**src/sv/rlq_pkg.sv**
```systemverilog
// ----------------------------------------------------------------------------
// rlq_pkg: shared constants for the reversible linear queue
// Request and status codes, field widths and the default queue depth.
// ----------------------------------------------------------------------------
package rlq_pkg;

   localparam int DEPTH_DEFAULT = 16;

   localparam int DATA_W   = 32;
   localparam int REQ_W    = 2;
   localparam int STATUS_W = 2;
   localparam int OCC_W    = 5;

   localparam logic [REQ_W-1:0] REQ_ENQUEUE = 2'd0;
   localparam logic [REQ_W-1:0] REQ_DEQUEUE = 2'd1;
   localparam logic [REQ_W-1:0] REQ_REVERSE = 2'd2;

   localparam logic [STATUS_W-1:0] STATUS_OK        = 2'd0;
   localparam logic [STATUS_W-1:0] STATUS_OVERFLOW  = 2'd1;
   localparam logic [STATUS_W-1:0] STATUS_UNDERFLOW = 2'd2;

endpackage

```
**src/sv/rlq_ram.sv**
```systemverilog
// ----------------------------------------------------------------------------
// rlq_ram: word memory with one write and one registered read port
// Read data shows up one cycle after the read is issued.
// ----------------------------------------------------------------------------
module rlq_ram #(
   parameter int DEPTH = rlq_pkg::DEPTH_DEFAULT
) (
   input  logic                           clock,
   input  logic                           wr_en,
   input  logic [$clog2(DEPTH)-1:0]       wr_addr,
   input  logic [rlq_pkg::DATA_W-1:0]     wr_data,
   input  logic                           rd_en,
   input  logic [$clog2(DEPTH)-1:0]       rd_addr,
   output logic [rlq_pkg::DATA_W-1:0]     rd_data
);

   logic [rlq_pkg::DATA_W-1:0] mem [DEPTH];
   logic [rlq_pkg::DATA_W-1:0] rd_data_ff;

   always_ff @(posedge clock) begin
      if (wr_en) begin
         mem[wr_addr] <= wr_data;
      end
      if (rd_en) begin
         rd_data_ff <= mem[rd_addr];
      end
   end

   assign rd_data = rd_data_ff;

endmodule

```
**src/sv/reversible_linear_queue_top.sv**
```systemverilog
// ----------------------------------------------------------------------------
// reversible_linear_queue_top: linear queue of signed words with reversal
// Enqueue, dequeue and reverse requests on a non-wrapping queue held in a
// synchronous memory; a second memory serves as scratch stack for reversal.
// ----------------------------------------------------------------------------
//  channel   ports                                         handshake
//  request   req_type, req_data_in                         start & !busy
//  response  rsp_data_out, rsp_status, rsp_occupancy       rsp_strobe, 1 cycle
//
//  Enqueue, failed or empty requests: result strobed the cycle after accept,
//  busy stays low. Dequeue: one queue memory read, via ST_DEQ to the response
//  register. Reverse of n words: one word per cycle through the queue memory
//  read port into the stack, then back out of the stack into slots 0..n-1.
//  Reset clears pointers and control; memory contents are never cleared.
//  The receiver cannot stall: each result is valid for exactly one cycle.
// ----------------------------------------------------------------------------
module reversible_linear_queue_top #(
   parameter int DEPTH = rlq_pkg::DEPTH_DEFAULT
) (
   input  logic                                clock,
   input  logic                                reset,
   input  logic                                start,
   output logic                                busy,
   input  logic [rlq_pkg::REQ_W-1:0]           req_type,
   input  logic signed [rlq_pkg::DATA_W-1:0]   req_data_in,
   output logic                                rsp_strobe,
   output logic signed [rlq_pkg::DATA_W-1:0]   rsp_data_out,
   output logic [rlq_pkg::STATUS_W-1:0]        rsp_status,
   output logic [rlq_pkg::OCC_W-1:0]           rsp_occupancy
);

   localparam int AW = $clog2(DEPTH);
   localparam int CW = $clog2(DEPTH + 1);

   localparam logic [2:0] ST_IDLE  = 3'd0;
   localparam logic [2:0] ST_DEQ   = 3'd1;
   localparam logic [2:0] ST_PUSH  = 3'd2;
   localparam logic [2:0] ST_POPRD = 3'd3;
   localparam logic [2:0] ST_POP   = 3'd4;

   logic [2:0]                       state_ff, state_in;
   logic [AW-1:0]                    head_ff, head_in;
   logic [AW-1:0]                    tail_ff, tail_in;
   logic                             empty_ff, empty_in;
   logic [AW-1:0]                    cnt_ff, cnt_in;
   logic [AW-1:0]                    last_ff, last_in;
   logic                             rsp_strobe_ff, rsp_strobe_in;
   logic [rlq_pkg::DATA_W-1:0]       rsp_data_ff, rsp_data_in;
   logic [rlq_pkg::STATUS_W-1:0]     rsp_status_ff, rsp_status_in;
   logic [rlq_pkg::OCC_W-1:0]        rsp_occ_ff, rsp_occ_in;

   logic                             accept;
   logic [CW-1:0]                    count_next;

   logic                             q_wr_en, q_rd_en;
   logic [AW-1:0]                    q_wr_addr, q_rd_addr;
   logic [rlq_pkg::DATA_W-1:0]       q_wr_data, q_rd_data;
   logic                             s_wr_en, s_rd_en;
   logic [AW-1:0]                    s_wr_addr, s_rd_addr;
   logic [rlq_pkg::DATA_W-1:0]       s_rd_data;

   rlq_ram #(.DEPTH(DEPTH)) u_queue_ram (
      .clock   (clock),
      .wr_en   (q_wr_en),
      .wr_addr (q_wr_addr),
      .wr_data (q_wr_data),
      .rd_en   (q_rd_en),
      .rd_addr (q_rd_addr),
      .rd_data (q_rd_data)
   );

   rlq_ram #(.DEPTH(DEPTH)) u_stack_ram (
      .clock   (clock),
      .wr_en   (s_wr_en),
      .wr_addr (s_wr_addr),
      .wr_data (q_rd_data),
      .rd_en   (s_rd_en),
      .rd_addr (s_rd_addr),
      .rd_data (s_rd_data)
   );

   assign busy   = (state_ff != ST_IDLE);
   assign accept = start && !busy;

   always_comb begin
      state_in      = state_ff;
      head_in       = head_ff;
      tail_in       = tail_ff;
      empty_in      = empty_ff;
      cnt_in        = cnt_ff;
      last_in       = last_ff;
      rsp_strobe_in = 1'b0;
      rsp_data_in   = rsp_data_ff;
      rsp_status_in = rsp_status_ff;
      q_wr_en       = 1'b0;
      q_wr_addr     = tail_ff;
      q_wr_data     = req_data_in;
      q_rd_en       = 1'b0;
      q_rd_addr     = head_ff;
      s_wr_en       = 1'b0;
      s_wr_addr     = cnt_ff;
      s_rd_en       = 1'b0;
      s_rd_addr     = last_ff;

      case (state_ff)
         ST_IDLE: begin
            if (accept) begin
               rsp_data_in   = '0;
               rsp_status_in = rlq_pkg::STATUS_OK;
               rsp_strobe_in = 1'b1;
               case (req_type)
                  rlq_pkg::REQ_ENQUEUE: begin
                     if (empty_ff) begin
                        head_in   = '0;
                        tail_in   = '0;
                        empty_in  = 1'b0;
                        q_wr_en   = 1'b1;
                        q_wr_addr = '0;
                     end else if (tail_ff == AW'(DEPTH - 1)) begin
                        rsp_status_in = rlq_pkg::STATUS_OVERFLOW;
                     end else begin
                        tail_in   = tail_ff + AW'(1);
                        q_wr_en   = 1'b1;
                        q_wr_addr = tail_ff + AW'(1);
                     end
                  end
                  rlq_pkg::REQ_DEQUEUE: begin
                     if (empty_ff) begin
                        rsp_status_in = rlq_pkg::STATUS_UNDERFLOW;
                     end else begin
                        // hold the beat until the read data returns
                        rsp_strobe_in = 1'b0;
                        q_rd_en       = 1'b1;
                        state_in      = ST_DEQ;
                        if (head_ff == tail_ff) begin
                           head_in  = '0;
                           tail_in  = '0;
                           empty_in = 1'b1;
                        end else begin
                           head_in = head_ff + AW'(1);
                        end
                     end
                  end
                  rlq_pkg::REQ_REVERSE: begin
                     if (!empty_ff) begin
                        rsp_strobe_in = 1'b0;
                        q_rd_en       = 1'b1;
                        cnt_in        = '0;
                        last_in       = tail_ff - head_ff;
                        state_in      = ST_PUSH;
                     end
                  end
                  default: begin
                  end
               endcase
            end
         end
         ST_DEQ: begin
            rsp_data_in   = q_rd_data;
            rsp_strobe_in = 1'b1;
            state_in      = ST_IDLE;
         end
         ST_PUSH: begin
            // push the word read last cycle, oldest first
            s_wr_en = 1'b1;
            if (cnt_ff == last_ff) begin
               state_in = ST_POPRD;
            end else begin
               q_rd_en   = 1'b1;
               q_rd_addr = head_ff + cnt_ff + AW'(1);
               cnt_in    = cnt_ff + AW'(1);
            end
         end
         ST_POPRD: begin
            s_rd_en   = 1'b1;
            s_rd_addr = last_ff;
            cnt_in    = '0;
            state_in  = ST_POP;
         end
         ST_POP: begin
            // pop newest first into slots from 0 upward
            q_wr_en   = 1'b1;
            q_wr_addr = cnt_ff;
            q_wr_data = s_rd_data;
            if (cnt_ff == last_ff) begin
               head_in       = '0;
               tail_in       = last_ff;
               rsp_data_in   = '0;
               rsp_status_in = rlq_pkg::STATUS_OK;
               rsp_strobe_in = 1'b1;
               state_in      = ST_IDLE;
            end else begin
               s_rd_en   = 1'b1;
               s_rd_addr = last_ff - AW'(1) - cnt_ff;
               cnt_in    = cnt_ff + AW'(1);
            end
         end
         default: begin
            state_in = ST_IDLE;
         end
      endcase
   end

   always_comb begin
      if (empty_in) begin
         count_next = '0;
      end else begin
         count_next = CW'(tail_in - head_in) + CW'(1);
      end
      rsp_occ_in = rlq_pkg::OCC_W'(count_next);
   end

   always_ff @(posedge clock) begin
      if (reset) begin
         state_ff      <= ST_IDLE;
         head_ff       <= '0;
         tail_ff       <= '0;
         empty_ff      <= 1'b1;
         cnt_ff        <= '0;
         last_ff       <= '0;
         rsp_strobe_ff <= 1'b0;
      end else begin
         state_ff      <= state_in;
         head_ff       <= head_in;
         tail_ff       <= tail_in;
         empty_ff      <= empty_in;
         cnt_ff        <= cnt_in;
         last_ff       <= last_in;
         rsp_strobe_ff <= rsp_strobe_in;
      end
      rsp_data_ff   <= rsp_data_in;
      rsp_status_ff <= rsp_status_in;
      rsp_occ_ff    <= rsp_occ_in;
   end

   assign rsp_strobe    = rsp_strobe_ff;
   assign rsp_data_out  = rsp_data_ff;
   assign rsp_status    = rsp_status_ff;
   assign rsp_occupancy = rsp_occ_ff;

   a_empty_ptrs_zero: assert property (@(posedge clock) disable iff (reset)
      empty_ff |-> (head_ff == '0) && (tail_ff == '0))
      else $error("empty queue with nonzero pointers");

   a_tail_not_below_head: assert property (@(posedge clock) disable iff (reset)
      !empty_ff |-> tail_ff >= head_ff)
      else $error("tail slot below head slot");

   a_busy_end_gives_beat: assert property (@(posedge clock) disable iff (reset)
      (!$past(reset) && $fell(busy)) |-> rsp_strobe)
      else $error("busy dropped without a response beat");

   a_error_data_zero: assert property (@(posedge clock) disable iff (reset)
      (rsp_strobe && rsp_status != rlq_pkg::STATUS_OK) |-> rsp_data_out == '0)
      else $error("nonzero data on an error response");

endmodule
```
**config.mk**
```make
export PLATFORM = sky130hd
export DESIGN_NAME = reversible_linear_queue_top
export DESIGN_NICKNAME = d
export VERILOG_FILES = /design/src/sv/rlq_pkg.sv /design/src/sv/rlq_ram.sv /design/src/sv/reversible_linear_queue_top.sv
export SDC_FILE = /design/constraint.sdc
export NUM_CORES = 1
export LEC_CHECK = 0
export ABC_CLOCK_PERIOD_IN_PS = 4600
export BUFFER_PORTS_ARGS = -buffer_cell sky130_fd_sc_hd__clkbuf_2
export CORE_ASPECT_RATIO = 1.5
export CORE_MARGIN = 2
export CORE_UTILIZATION = 44
export CTS_CLUSTER_SIZE = 16
export DETAILED_ROUTE_END_ITERATION = 10
export MAX_ROUTING_LAYER = met4
export PLACE_DENSITY = 0.67
export SLEW_MARGIN = 25
export SYNTH_ARGS = -nofsm -noshare
export SYNTH_HDL_FRONTEND = slang
export SYNTH_SLANG_ARGS = --single-unit
```
**constraint.sdc**
```tcl
create_clock -name clock -period 4.6 [get_ports clock]
set_input_delay 0.46 -clock clock [delete_from_list [all_inputs] [get_ports clock]]
set_output_delay 0.46 -clock clock [all_outputs]
set_load 0.01 [all_outputs]
```
==> results.py <==
metrics = {
    "setup_path": {
        "criticalPathCategory": "reg -> reg",
        "crit_path_end_kind": "flip-flop",
        "reg2reg_slack_ns": 0.65,
        "required_ns": 4.98,
        "cp-start-kind": "flip-flop",
        "worstRegToRegCells": 11,
        "r2r_start": "cnt_ff[1]",
        "critical_path_arrival_ns": 4.33,
        "cp_common_cell": "buf_12",
        "path_cells": "inv_1 -> ha_1 -> nand3_1 -> o21ai_2 -> nor2_1 -> a21oi_4 -> buf_12 -> buf_12 -> mux4_2 -> o21ai_0 -> nand4_1",
        "crit_family": "compound AO/OA/AOI/OAI gates",
        "cp_num_buf_inv": 3,
        "r2r-end": "u_queue_ram.rd_data[8]",
        "crit_fanout": 31,
        "cp_slowest_stage_delay_ns": 0.58,
        "crit_slowest_cell": "o21ai_2",
    },
    "drt": {
        "drtIter0Drc": 2391,
        "dr_total_vias": 22600,
        "routed_via_density": 5.95,
        "drc_errors": 0,
        "wl_per_cell_um": 28.9,
        "firstDrtPassIters": 5,
        "drt_wl_total_um": 109000,
        "ant_nets": 0,
    },
    "worst_hold_path": {
        "hold_class": "in -> reg",
        "min_delay_path_depth": 2,
        "hold-path-endpoint": "head_ff[2]",
        "min-delay-start": "reset",
    },
    "global_route": {
        "grt_pass1_wl_um": 160000,
        "grt_pass1_vias": 23800,
        "grt_max_degree": 80,
        "grt_overflow": 0,
        "track_usage_pct": 21.5,
        "antenna_found_initial": 1,
    },
    "yosys": {
        "synth_edf_count": 1122,
        "syn_avg_cell_area_um2": 20.0,
        "syn_inst": 2262,
        "ys_types": 68,
        "ys_seq_area_share_pct": 75.8,
        "synthArstFlopShare_pct": 0,
        "netlist_area_mm2": 0.0452,
        "synth_fp_nets": 2328,
        "synth_flop_cell": "edfxtp_1",
        "synth-seq-cells": 1148,
        "yosys_warnings": 0,
    },
    "pwr": {
        "power.total_mw": 20.2,
        "vdd_drop_max_mv": 0.282,
        "leakage_nw": 16.3,
        "power_density_mw_per_mm2": 395,
    },
    "layout": {
        "final_common_cell": "edfxtp_1",
        "stdcell_count": 3793,
        "drive_above_1_share_pct": 25.1,
        "final_cell_mix": "1122 x edfxtp_1, 252 x mux4_2, 145 x o21ai_0",
        "syn_to_final_growth_pct": 13.0,
        "nets": 2475,
        "final_util_pct": 50.3,
        "final_area_mm2": 0.0510,
    },
    "floorplanning": {
        "initial_utilization_pct": 44.5,
        "die_area_mm2": 0.105,
        "rows": 143,
        "core_area_mm2": 0.101,
        "ioPinCount": 78,
        "die_y_um": 396,
        "die_w_um": 266,
    },
    "clock_network": {
        "cts.sinks": 1148,
        "htreeDepth": 3,
        "post_cts_buffers": 0,
        "path_clk_slew_ns": 0.07,
        "cts_tree": "yes",
        "hold_buffers": 0,
        "numCtsBuffers": 99,
        "clock_path_buffers": 3,
        "clock_latency_ns": 0.68,
        "ctsResizeCount": 0,
        "clockRootBuffer": "clkbuf_16",
    },
    "sta": {
        "rsz0062_at_grt": "no",
        "finalCritPeriodShare_pct": 86.0,
        "tightest_slew_ns": 0.895,
        "finalHoldViolCount": 0,
        "finalSetupViolCount": 0,
        "fin_crit_ns": 3.95,
        "drv_slew": 0,
        "max_freq_mhz": 253,
        "fin_tns_setup_ns": 0,
        "finClkSkew_ns": 0.0284,
        "relSlewSlack_pct": 40.2,
    },
    "placement": {
        "dpl.hpwl_um": 63500,
        "portBuffers": 77,
        "place_inst": 3613,
        "dpl_cell_area_mm2": 0.0478,
        "routabilityCongestion": 0.833,
    },
    "job": {
        "cap_viol_max_count": 0,
    },
    "run_status": {
        "status": "complete, no violations",
    },
}
-- Yosys cell counts, types with 4 or more instances --
| master | number | area share (%) |
|---|---|---|
| nand4_1 | 36 | 0.50 |
| a21oi_1 | 30 | 0.33 |
| o21ai_1 | 6 | 0.067 |
| o21ai_0 | 145 | 1.6 |
| o22ai_1 | 5 | 0.069 |
| fa_1 | 4 | 0.18 |
| a21o_1 | 5 | 0.083 |
| nand3_1 | 19 | 0.21 |
| nor3_1 | 11 | 0.12 |
| clkbuf_1 | 52 | 0.43 |
| xor2_1 | 5 | 0.097 |
| buf_6 | 11 | 0.27 |
| mux2_1 | 4 | 0.10 |
| dfxtp_1 | 26 | 1.2 |
| inv_1 | 25 | 0.21 |
| buf_4 | 14 | 0.23 |
| nor2b_1 | 10 | 0.14 |
| mux2i_1 | 99 | 2.2 |
| o21a_1 | 7 | 0.12 |
| o2111ai_1 | 4 | 0.078 |
| nor2_1 | 60 | 0.50 |
| nand2_1 | 130 | 1.1 |
| buf_2 | 41 | 0.45 |
| nand2b_1 | 5 | 0.069 |
| nor4_1 | 5 | 0.069 |
| edfxtp_1 | 1122 | 75 |
| and2_1 | 33 | 0.46 |
| and3_1 | 6 | 0.083 |
| ha_1 | 25 | 0.69 |
| a31oi_1 | 5 | 0.069 |
| mux4_2 | 252 | 13 |
-- how the worst max path moves through the flow --
stage,startpoint,end,cells after the start
2_1_floorplan,cnt_ff[2],rsp_data_out[0],9
3_3_place_gp,cnt_ff[0],u_queue_ram.rd_data[8],11
3_5_place_dp,cnt_ff[0],u_queue_ram.rd_data[8],11
4_1_cts,cnt_ff[0],u_queue_ram.rd_data[18],11
5_1_grt,cnt_ff[1],u_queue_ram.rd_data[18],11
6_report,cnt_ff[1],u_queue_ram.rd_data[8],11
-- stage by stage --
step | worst slack (ns) | hold slack, ns
2_1_floorplan | 0.00883 | 0.518
4_1_cts | 0.622 | 0.242
6_report | 0.646 | 0.294
3_5_place_dp | 0.641 | 0.572
5_1_grt | 0.337 | 0.304
3_3_place_gp | 0.704 | 0.572
-- cells by family (layout without fill, tap and decap cells) --
group / Yosys count / after routing / synth area share [%]
DFF: 1148 / 1148 / 75.8
muxes: 358 / 358 / 14.9
and+or+nand+nor: 339 / 339 / 3.69
AOI/OAI and AO/OA: 233 / 233 / 2.92
buffers and inverters: 146 / 370 / 1.63
adders and majority gates: 29 / 29 / 0.870
xor gates and xnor gates: 9 / 9 / 0.191
other: 0 / 2 / 0
-- cell type report --
class	instances	area (µm²)
Timing Repair Buffer	166	1250
Clock buffer	116	2610
Antenna cell	2	5.00
Inverter	26	97.6
Clock inverter	62	627
Fill cell	7919	50400
Sequential cell	1148	34200
Tap cell	1305	1630
Multi-Input combinational cell	968	10600
-- per-layer routing --
layer,track usage (%),vias up,share of wire [%]
li1,-,9511,-
met1,26.2,12000,38
met2,36.8,878,52
met3,3.02,205,6.2
met4,7.96,0,3.3
met5,-,-,0
-- state kept, by name, indices dropped and copies added, names as in the netlist --
name and flops:
u_stack_ram.mem 512, last_ff 4, state_ff 3, rsp_occupancy 5, u_queue_ram.rd_data 32, u_queue_ram.mem 512
head_ff 4, tail_ff 4, cnt_ff 4, u_stack_ram.rd_data 32, rsp_strobe 1, rsp_status 2
empty_ff 1, rsp_data_out 32
-- report_power, final --
part,switching (mW),internal [mW]
sequential,0.0287,11.4
combinational,0.201,0.0920
clock,3.69,4.72
No activity file was read; power rests on OpenSTA's default activity.
